File: src/hdl/pisf_pkg.sv
`timescale 1ns / 1ps
// ----------------------------------------------------------------------------
// pisf_pkg
// Shared types, codes and defaults of the soft-start PI gate regulator.
// ----------------------------------------------------------------------------
package pisf_pkg;

	localparam int unsigned GATE_W  = 12;
	localparam int unsigned GAIN_W  = 17;
	localparam int unsigned CNT_W   = 7;
	localparam int unsigned INDEX_W = 8;

	localparam int unsigned FAULT_TICKS_DEF = 100;
	localparam int unsigned RAMP_STEP_DEF   = 8;
	localparam int unsigned SAT_MARGIN_DEF  = 32;
	localparam int unsigned FRAC_BITS_DEF   = 8;

	localparam logic [GATE_W-1:0] GATE_OFF = 12'hFFF;
	localparam logic [GAIN_W-1:0] GAIN_MAX = 17'h10000;
	localparam logic [GAIN_W-1:0] KI_RESET = 17'd13107;
	localparam logic [GAIN_W-1:0] KP_RESET = 17'd8192;
	localparam logic [CNT_W-1:0]  CNT_MAX  = 7'd127;

	// Configuration register indexes.
	localparam logic [INDEX_W-1:0] REG_TARGET = 8'd0;
	localparam logic [INDEX_W-1:0] REG_PASS   = 8'd1;
	localparam logic [INDEX_W-1:0] REG_KI     = 8'd2;
	localparam logic [INDEX_W-1:0] REG_KP     = 8'd3;

	typedef enum logic [1:0] {
		OP_TICK   = 2'd0,
		OP_START  = 2'd1,
		OP_STOP   = 2'd2,
		OP_WINDOW = 2'd3
	} op_t;

	typedef enum logic [2:0] {
		MODE_OFF   = 3'd0,
		MODE_SOFT  = 3'd1,
		MODE_ON    = 3'd2,
		MODE_PASS  = 3'd3,
		MODE_FAULT = 3'd4
	} mode_t;

	typedef struct packed {
		op_t               op;
		logic [GATE_W-1:0] sample;
		logic              wd;
	} item_t;

	typedef struct packed {
		logic [GATE_W-1:0] target;
		logic              pass_req;
		logic [GAIN_W-1:0] ki;
		logic [GAIN_W-1:0] kp;
	} cfg_t;

	typedef struct packed {
		logic [GATE_W-1:0] gate;
		mode_t             mode;
		logic [GATE_W-1:0] win_min;
		logic [GATE_W-1:0] win_max;
	} res_t;

endpackage

File: src/hdl/pisf_cfg.sv
`timescale 1ns / 1ps
// ----------------------------------------------------------------------------
// pisf_cfg
// Configuration register file with gain saturation on write.
// ----------------------------------------------------------------------------
module pisf_cfg
	import pisf_pkg::*;
(
	input  logic               clk,
	input  logic               arst_n,
	input  logic               wr_en,
	input  logic [INDEX_W-1:0] wr_index,
	input  logic [GAIN_W-1:0]  wr_data,
	output cfg_t               cfg
);

	cfg_t              cfg_q;
	logic [GAIN_W-1:0] gain_sat;

	// Gains above unity are clipped to unity.
	assign gain_sat = (wr_data > GAIN_MAX) ? GAIN_MAX : wr_data;

	always_ff @(posedge clk or negedge arst_n) begin
		if (!arst_n) begin
			cfg_q.target   <= '0;
			cfg_q.pass_req <= 1'b0;
			cfg_q.ki       <= KI_RESET;
			cfg_q.kp       <= KP_RESET;
		end else if (wr_en) begin
			unique case (wr_index)
				REG_TARGET: cfg_q.target   <= wr_data[GATE_W-1:0];
				REG_PASS:   cfg_q.pass_req <= wr_data[0];
				REG_KI:     cfg_q.ki       <= gain_sat;
				REG_KP:     cfg_q.kp       <= gain_sat;
				default:    ;
			endcase
		end
	end

	assign cfg = cfg_q;

endmodule

File: src/hdl/pisf_pi.sv
`timescale 1ns / 1ps
// ----------------------------------------------------------------------------
// pisf_pi
// One PI step: clamped integrator update and clamped P+I output.
// ----------------------------------------------------------------------------
module pisf_pi
	import pisf_pkg::*;
#(
	parameter int unsigned FRAC_BITS = FRAC_BITS_DEF
) (
	input  logic [GATE_W-1:0]           setpoint,
	input  logic [GATE_W-1:0]           sample,
	input  logic [GATE_W+FRAC_BITS-1:0] integ,
	input  logic [GAIN_W-1:0]           ki,
	input  logic [GAIN_W-1:0]           kp,
	output logic [GATE_W+FRAC_BITS-1:0] integ_new,
	output logic [GATE_W-1:0]           gate_new
);

	localparam int unsigned IW = GATE_W + FRAC_BITS;
	localparam int unsigned EW = GATE_W + 1;
	localparam int unsigned PW = EW + GAIN_W + 1;
	localparam int unsigned SW = ((PW > IW) ? PW : IW) + 2;
	localparam logic [IW-1:0]        INTEG_TOP = IW'(GATE_OFF) << FRAC_BITS;
	localparam logic signed [SW-1:0] TOP_S     = SW'(INTEG_TOP);

	logic signed [EW-1:0]       err;
	logic signed [GAIN_W:0]     ki_s;
	logic signed [GAIN_W:0]     kp_s;
	logic signed [PW-1:0]       prod_i;
	logic signed [PW-1:0]       prod_p;
	logic signed [SW-1:0]       acc;
	logic signed [SW-1:0]       acc_c;
	logic signed [SW-1:0]       out_v;
	logic signed [SW-1:0]       out_c;

	assign err  = signed'({1'b0, setpoint}) - signed'({1'b0, sample});
	assign ki_s = signed'({1'b0, ki});
	assign kp_s = signed'({1'b0, kp});

	assign prod_i = err * ki_s;
	assign prod_p = err * kp_s;

	// The arithmetic shift rounds toward minus infinity.
	assign acc = signed'(SW'(integ)) - SW'(prod_i >>> FRAC_BITS);

	always_comb begin
		if (acc < 0) begin
			acc_c = '0;
		end else if (acc > TOP_S) begin
			acc_c = TOP_S;
		end else begin
			acc_c = acc;
		end
	end

	assign out_v = acc_c - SW'(prod_p >>> FRAC_BITS);

	always_comb begin
		if (out_v < 0) begin
			out_c = '0;
		end else if (out_v > TOP_S) begin
			out_c = TOP_S;
		end else begin
			out_c = out_v;
		end
	end

	assign integ_new = acc_c[IW-1:0];
	assign gate_new  = out_c[FRAC_BITS +: GATE_W];

endmodule

File: src/hdl/pisf_ctrl.sv
`timescale 1ns / 1ps
// ----------------------------------------------------------------------------
// pisf_ctrl
// Regulator state: mode sequencing, soft-start ramp, fault latch, min/max
// window and the PI loop state. Applies one word per enabled cycle.
// ----------------------------------------------------------------------------
module pisf_ctrl
	import pisf_pkg::*;
#(
	parameter int unsigned FAULT_TICKS = FAULT_TICKS_DEF,
	parameter int unsigned RAMP_STEP   = RAMP_STEP_DEF,
	parameter int unsigned SAT_MARGIN  = SAT_MARGIN_DEF,
	parameter int unsigned FRAC_BITS   = FRAC_BITS_DEF
) (
	input  logic  clk,
	input  logic  arst_n,
	input  logic  en,
	input  item_t item,
	input  cfg_t  cfg,
	output res_t  res
);

	localparam int unsigned IW = GATE_W + FRAC_BITS;
	localparam logic [IW-1:0] INTEG_TOP = IW'(GATE_OFF) << FRAC_BITS;

	mode_t             mode_q, mode_d;
	logic [GATE_W-1:0] setpoint_q, setpoint_d;
	logic [IW-1:0]     integ_q, integ_d;
	logic [GATE_W-1:0] gate_q, gate_d;
	logic [CNT_W-1:0]  cnt_q, cnt_d;
	logic [GATE_W-1:0] win_min_q, win_min_d;
	logic [GATE_W-1:0] win_max_q, win_max_d;

	logic              is_tick;
	logic              active;
	logic              wd_sat;
	logic [CNT_W-1:0]  cnt_inc;
	logic              trip;
	logic [GATE_W:0]   ramp_sum;
	logic              ramp_done;
	logic              pi_run;
	logic [GATE_W-1:0] sp_pi;
	logic [IW-1:0]     pi_integ;
	logic [GATE_W-1:0] pi_gate;

	assign is_tick   = (item.op == OP_TICK);
	assign active    = (mode_q == MODE_ON) || (mode_q == MODE_PASS);
	assign wd_sat    = item.wd && (gate_q <= GATE_W'(SAT_MARGIN));
	assign cnt_inc   = (cnt_q == CNT_MAX) ? CNT_MAX : cnt_q + 1'b1;
	assign trip      = is_tick && active && wd_sat && (cnt_inc >= CNT_W'(FAULT_TICKS));
	assign ramp_sum  = {1'b0, setpoint_q} + (GATE_W + 1)'(RAMP_STEP);
	assign ramp_done = ramp_sum >= {1'b0, cfg.target};

	// During the ramp the loop already tracks the new setpoint.
	assign sp_pi = (mode_q != MODE_SOFT) ? setpoint_q :
	               ramp_done ? cfg.target : ramp_sum[GATE_W-1:0];

	assign pi_run = is_tick &&
	                (((mode_q == MODE_ON) && !trip) ||
	                 ((mode_q == MODE_SOFT) && !(ramp_done && cfg.pass_req)));

	pisf_pi #(
		.FRAC_BITS (FRAC_BITS)
	) u_pi (
		.setpoint  (sp_pi),
		.sample    (item.sample),
		.integ     (integ_q),
		.ki        (cfg.ki),
		.kp        (cfg.kp),
		.integ_new (pi_integ),
		.gate_new  (pi_gate)
	);

	// Next mode.
	always_comb begin
		mode_d = mode_q;
		if (en) begin
			unique case (item.op)
				OP_TICK: begin
					if (trip) begin
						mode_d = MODE_FAULT;
					end else if ((mode_q == MODE_SOFT) && ramp_done) begin
						mode_d = cfg.pass_req ? MODE_PASS : MODE_ON;
					end
				end
				OP_START:  mode_d = MODE_SOFT;
				OP_STOP:   mode_d = MODE_OFF;
				OP_WINDOW: mode_d = mode_q;
			endcase
		end
	end

	// Next datapath state.
	always_comb begin
		setpoint_d = setpoint_q;
		integ_d    = integ_q;
		gate_d     = gate_q;
		cnt_d      = cnt_q;
		win_min_d  = win_min_q;
		win_max_d  = win_max_q;
		if (en) begin
			unique case (item.op)
				OP_TICK: begin
					if (active) begin
						if (item.sample < win_min_q) begin
							win_min_d = item.sample;
						end
						if (item.sample > win_max_q) begin
							win_max_d = item.sample;
						end
						cnt_d = wd_sat ? cnt_inc : '0;
					end
					if (trip) begin
						gate_d  = GATE_OFF;
						integ_d = INTEG_TOP;
					end else if (mode_q == MODE_SOFT) begin
						setpoint_d = sp_pi;
						if (ramp_done) begin
							cnt_d = '0;
							if (cfg.pass_req) begin
								gate_d  = '0;
								integ_d = '0;
							end
						end
					end
					if (pi_run) begin
						gate_d  = pi_gate;
						integ_d = pi_integ;
					end
				end
				OP_START: begin
					if ((mode_q == MODE_OFF) || (mode_q == MODE_FAULT) ||
					    (mode_q == MODE_PASS)) begin
						gate_d  = GATE_OFF;
						integ_d = INTEG_TOP;
					end
					setpoint_d = (item.sample < cfg.target) ? item.sample : cfg.target;
					win_min_d  = item.sample;
					win_max_d  = item.sample;
				end
				OP_STOP: begin
					gate_d  = GATE_OFF;
					integ_d = INTEG_TOP;
				end
				OP_WINDOW: begin
					win_min_d = item.sample;
					win_max_d = item.sample;
				end
			endcase
		end
	end

	always_ff @(posedge clk or negedge arst_n) begin
		if (!arst_n) begin
			mode_q     <= MODE_OFF;
			setpoint_q <= '0;
			integ_q    <= INTEG_TOP;
			gate_q     <= GATE_OFF;
			cnt_q      <= '0;
			win_min_q  <= '0;
			win_max_q  <= '0;
		end else begin
			mode_q     <= mode_d;
			setpoint_q <= setpoint_d;
			integ_q    <= integ_d;
			gate_q     <= gate_d;
			cnt_q      <= cnt_d;
			win_min_q  <= win_min_d;
			win_max_q  <= win_max_d;
		end
	end

	// The result reflects the state after the word has been applied.
	assign res.gate    = gate_d;
	assign res.mode    = mode_d;
	assign res.win_min = win_min_d;
	assign res.win_max = win_max_d;

endmodule

File: src/hdl/pi_regulator_softstart_fault.sv
`timescale 1ns / 1ps
// ----------------------------------------------------------------------------
// pi_regulator_softstart_fault
// Inverted-gate PI regulator with soft-start ramp, pass-through mode,
// short-circuit fault latch and min/max sample window.
// ----------------------------------------------------------------------------
//  channel  direction  handshake           payload
//  s_*      in         s_tvalid/s_tready   tuser operation, tdata sample+flag
//  m_*      out        m_tvalid/m_tready   tdata gate, mode, min, max
//  cfg_*    in         cfg_valid/cfg_ready register index and write data
//
// Every input word produces one output word: the word is accepted into the input
// register, and the PI step writes the output register when the word advances.
// A word is taken in every cycle while the output side keeps up.
// When m_tready is low the output register holds and one more word waits in
// the input register. Reset restores the idle state and the default gains.
// ----------------------------------------------------------------------------
module pi_regulator_softstart_fault
	import pisf_pkg::*;
#(
	parameter int unsigned FAULT_TICKS = FAULT_TICKS_DEF,
	parameter int unsigned RAMP_STEP   = RAMP_STEP_DEF,
	parameter int unsigned SAT_MARGIN  = SAT_MARGIN_DEF,
	parameter int unsigned FRAC_BITS   = FRAC_BITS_DEF
) (
	input  logic               clk,
	input  logic               arst_n,
	input  logic               s_tvalid,
	output logic               s_tready,
	input  logic [15:0]        s_tdata,   // [11:0] sample, [12] watchdog_flag
	input  logic [1:0]         s_tuser,   // [1:0] operation
	output logic               m_tvalid,
	input  logic               m_tready,
	output logic [39:0]        m_tdata,   // [11:0] gate_code, [14:12] mode,
	                                      // [26:15] min_sample, [38:27] max_sample
	input  logic               cfg_valid,
	output logic               cfg_ready,
	input  logic [INDEX_W-1:0] cfg_index,
	input  logic [GAIN_W-1:0]  cfg_data
);

	item_t item_s1;
	logic  valid_s1;
	logic  advance;
	cfg_t  cfg;
	res_t  res;
	res_t  res_s2;

	assign cfg_ready = 1'b1;

	pisf_cfg u_cfg (
		.clk      (clk),
		.arst_n   (arst_n),
		.wr_en    (cfg_valid && cfg_ready),
		.wr_index (cfg_index),
		.wr_data  (cfg_data),
		.cfg      (cfg)
	);

	assign advance  = valid_s1 && (!m_tvalid || m_tready);
	assign s_tready = !valid_s1 || advance;

	always_ff @(posedge clk or negedge arst_n) begin
		if (!arst_n) begin
			valid_s1 <= 1'b0;
		end else if (s_tready) begin
			valid_s1 <= s_tvalid;
		end
	end

	always_ff @(posedge clk) begin
		if (s_tready && s_tvalid) begin
			item_s1.op     <= op_t'(s_tuser);
			item_s1.sample <= s_tdata[GATE_W-1:0];
			item_s1.wd     <= s_tdata[GATE_W];
		end
	end

	pisf_ctrl #(
		.FAULT_TICKS (FAULT_TICKS),
		.RAMP_STEP   (RAMP_STEP),
		.SAT_MARGIN  (SAT_MARGIN),
		.FRAC_BITS   (FRAC_BITS)
	) u_ctrl (
		.clk    (clk),
		.arst_n (arst_n),
		.en     (advance),
		.item   (item_s1),
		.cfg    (cfg),
		.res    (res)
	);

	always_ff @(posedge clk or negedge arst_n) begin
		if (!arst_n) begin
			m_tvalid <= 1'b0;
		end else if (advance) begin
			m_tvalid <= 1'b1;
		end else if (m_tready) begin
			m_tvalid <= 1'b0;
		end
	end

	always_ff @(posedge clk) begin
		if (advance) begin
			res_s2 <= res;
		end
	end

	assign m_tdata = {1'b0, res_s2.win_max, res_s2.win_min, res_s2.mode, res_s2.gate};

endmodule

File: config.mk
export PLATFORM = sky130hd
export DESIGN_NAME = pi_regulator_softstart_fault
export DESIGN_NICKNAME = d
export VERILOG_FILES = /design/src/hdl/pisf_pkg.sv /design/src/hdl/pisf_cfg.sv /design/src/hdl/pisf_pi.sv /design/src/hdl/pisf_ctrl.sv /design/src/hdl/pi_regulator_softstart_fault.sv
export SDC_FILE = /design/constraint.sdc
export NUM_CORES = 2
export LEC_CHECK = 0
export BUFFER_PORTS_ARGS = -buffer_cell sky130_fd_sc_hd__buf_2
export CAP_MARGIN = 20
export CORE_MARGIN = 4
export CORE_UTILIZATION = 55
export CTS_CLUSTER_DIAMETER = 100
export DETAILED_ROUTE_END_ITERATION = 12
export GPL_TIMING_DRIVEN = 0
export PLACE_DENSITY = 0.74
export REMOVE_ABC_BUFFERS = 1
export SLEW_MARGIN = 5
export SYNTH_ARGS = -nofsm -noshare
export SYNTH_HDL_FRONTEND = slang
export SYNTH_SLANG_ARGS = --single-unit
export TNS_END_PERCENT = 30
File: constraint.sdc
create_clock -name clk -period 25 [get_ports clk]
set_input_delay 1.25 -clock clk [delete_from_list [all_inputs] [get_ports clk]]
set_output_delay 1.25 -clock clk [all_outputs]
set_load 0.01 [all_outputs]
==> flow_summary_export.csv <==
group,metric,value,unit
routing,avgRoutedWirePerCell,18.5,um
cts,clk-insertion-delay-late,0.48,ns
routing,routed_via_density,5.88,
die,dieArea,52700,um^2
global_route,grt_pass1_wl,113000,um
placed_design,place.detailed.hpwl,53800,um
timing,finalHoldViolCount,0,
yosys,yosys_register_bits,181,
die,die_x,229,um
cts,clock-root-buffer,"clkbuf_16",
layout,fin_nets,3695,
layout,final_layout_size_suffix_gt1_frac,0.0865,
placed_design,portBuffers,85,
timing,relSlewSlack,0.259,
routing,route.vias.total,21600,
timing,layout_min_cycle_time,19.32,ns
setup_path,worstPathArrival,19.56,ns
die,std_cell_rows,80,
timing,worst_pin_slew,1.11,ns
global_route,first_global_vias,22600,
timing,rsz_0062_raised_after_global_routing,"false",
die,height_of_the_die,229,um
run,maxCapViolations,0,
yosys,synth_cell_types,86,
cts,ctsHoldBuffers,0,
global_route,total_routing_resource_utilization_after_global_routing,0.262,
timing,max_freq,0.0517,GHz
setup_path,timing.critical_path.required,25.24,ns
yosys,syn_inst,3005,
routing,starting_drc_count_in_detailed_routing,1603,
timing,finalClockSkew,0.0312,ns
yosys,ys_warn_count,0,
placed_design,preCtsSetupSlack,5.28,ns
timing,finalSetupTns,0,ns
yosys,cell_area_after_synthesis,27000,um^2
yosys,synth_async_sr_flop_share,0.702,
status,result_of_the_run,"finished clean",
setup_path,slowest_delay,0.79,ns
timing,min_period_over_period,0.773,
cts,tritoncts_clock_tree,"yes",
global_route,globalRoute.totalOverflow,0,
hold_path,hold_class,"reg2reg",
routing,ant_nets,0,
cts,clk_path_buf_depth,2,
global_route,grt_max_degree,75,
cts,path_clk_slew,0.08,ns
routing,routed_wirelength,68100,um
layout,area_growth_syn_to_layout,6.88,%
cts,cts_made_buffers,17,
routing,drcViolationCount,0,
setup_path,crit_path_max_fanout,13,
cts,clock_sinks,181,
cts,count_of_buffers_added_by_post_cts_timing_repair_for_setup,0,
timing,hold-worst-slack,0.502,ns
setup_path,critical_path_class,"reg2reg",
die,design.portCount,91,
routing,drt-pass1-iter-count,5,
setup_path,worstSetupStartpointType,"flip-flop",
cts,ctsResizeCount,0,
yosys,synth_enable_flop_cells,54,
yosys,register_area_share_after_synthesis,0.179,
yosys,postSynth.topFlopCell,"dfrtp_1",
cts,htree_levels,4,
timing,setup_viol,0,
yosys,synth_area_per_cell,8.98,um^2
timing,timing.final.ws_setup,5.68,ns
placed_design,finalWeightedCongestion,0.928,
setup_path,cp_endpoint_kind,"flip-flop",
setup_path,critical-path-top-cell-by-count,"fa_1",
global_route,antenna_found_initial,2,
die,core_area,48100,um^2
die,initial_utilization,0.560,
timing,drv_slew,0,
setup_path,critical-path-slowest-cell,"nor2_1",
-- kinds of logic (layout without fill, tap and decap cells) --
kind of cell	after synthesis	after routing	synth area share
other cells	2	7	0.000278
simple gates	919	919	0.163
compound gates	551	551	0.138
buf+inv	572	582	0.0800
fa+ha+maj	641	641	0.389
xor+xnor	81	81	0.0263
mux	58	58	0.0229
flops	181	181	0.179
-- sequential cells by signal (all words and copies together), names as in the netlist --
signal	flops
u_cfg.cfg	47
m_tdata	39
u_ctrl.integ_q	20
item_s1	15
u_ctrl.gate_q	12
u_ctrl.setpoint_q	12
u_ctrl.win_max_q	12
u_ctrl.win_min_q	12
u_ctrl.cnt_q	7
u_ctrl.mode_q	3
m_tvalid	1
valid_s1	1
-- worst max-delay path, delay by kind of cell (launching register included) --
family	cells	cell delay [ns]
compound gates	29	7.10
xor+xnor	3	0.74
fa+ha+maj	12	5.02
buf+inv	3	0.14
flops	1	0.44
mux	2	0.81
simple gates	13	4.73
-- layout by cell type, fill, tap and decap left out, drive strengths merged, types with 94 or more instances in the layout --
cell and count:
dfrtp 94, ha 310, a21oi 105, buf 112, inv 444, and2 98
o21ai 140, nand2 413, fa 331, nor2 127
-- cell type report --
cell class,count,area (um^2)
Inverter,438,1650
Antenna cell,1,2.50
Clock buffer,19,433
Timing Repair Buffer,112,841
Sequential cell,181,4840
Multi-Input combinational cell,2256,20100
Tap cell,656,821
Clock inverter,13,135
Fill cell,4082,19300
-- per-stage QoR --
stage / util / cells / area (um^2)
final: 0.599 / 3676 / 28800
after global routing: 0.599 / 3675 / 28800
after CTS: 0.598 / 3671 / 28800
after detailed placement: 0.586 / 3639 / 28200
after global placement: 0.576 / 3616 / 27700
after floorplan: - / 2875 / 26500
-- synth_stat cells, drive strengths merged (33+ instances only) --
cell      n  area share
nor2    127       0.018
dfrtp    94       0.087
o21a     33      0.0092
xnor2    50       0.016
nand2b   76       0.018
a211oi   43       0.012
o21ai   140       0.026
fa      331        0.25
nand2   413       0.058
clkbuf  126       0.018
edfxtp   54       0.060
ha      310        0.14
a21oi   105       0.019
inv     437       0.061
and2     98       0.023
a21o     55       0.015
nor2b    40      0.0093
dfstp    33       0.032
nor3     41      0.0078
-- final timing paths --
kind,start,endpoint,slack [ns],cells after the start
setup / recovery,u_ctrl.setpoint_q[3],m_tdata[1],5.68,62
hold / removal,u_ctrl.integ_q[5],u_ctrl.integ_q[5],0.50,2
setup reg to reg,u_ctrl.setpoint_q[3],m_tdata[1],5.68,62
hold reg to reg,u_ctrl.integ_q[5],u_ctrl.integ_q[5],0.50,2
max in group asynchronous,arst_n,u_ctrl.integ_q[14],23.46,2
min in group asynchronous,arst_n,u_ctrl.win_min_q[5],0.73,1
-- metal layers --
layer,track usage,up-vias,wire [um]
li1,-,9943,-
met4,0.115,2,3070
met3,0.0375,156,4070
met5,0,-,12
met2,0.445,755,33000
met1,0.334,10800,27900
Power is left out: the tool's default activity adds up to more than one toggle a clock period on the data nets, which glitch-free logic cannot reach.
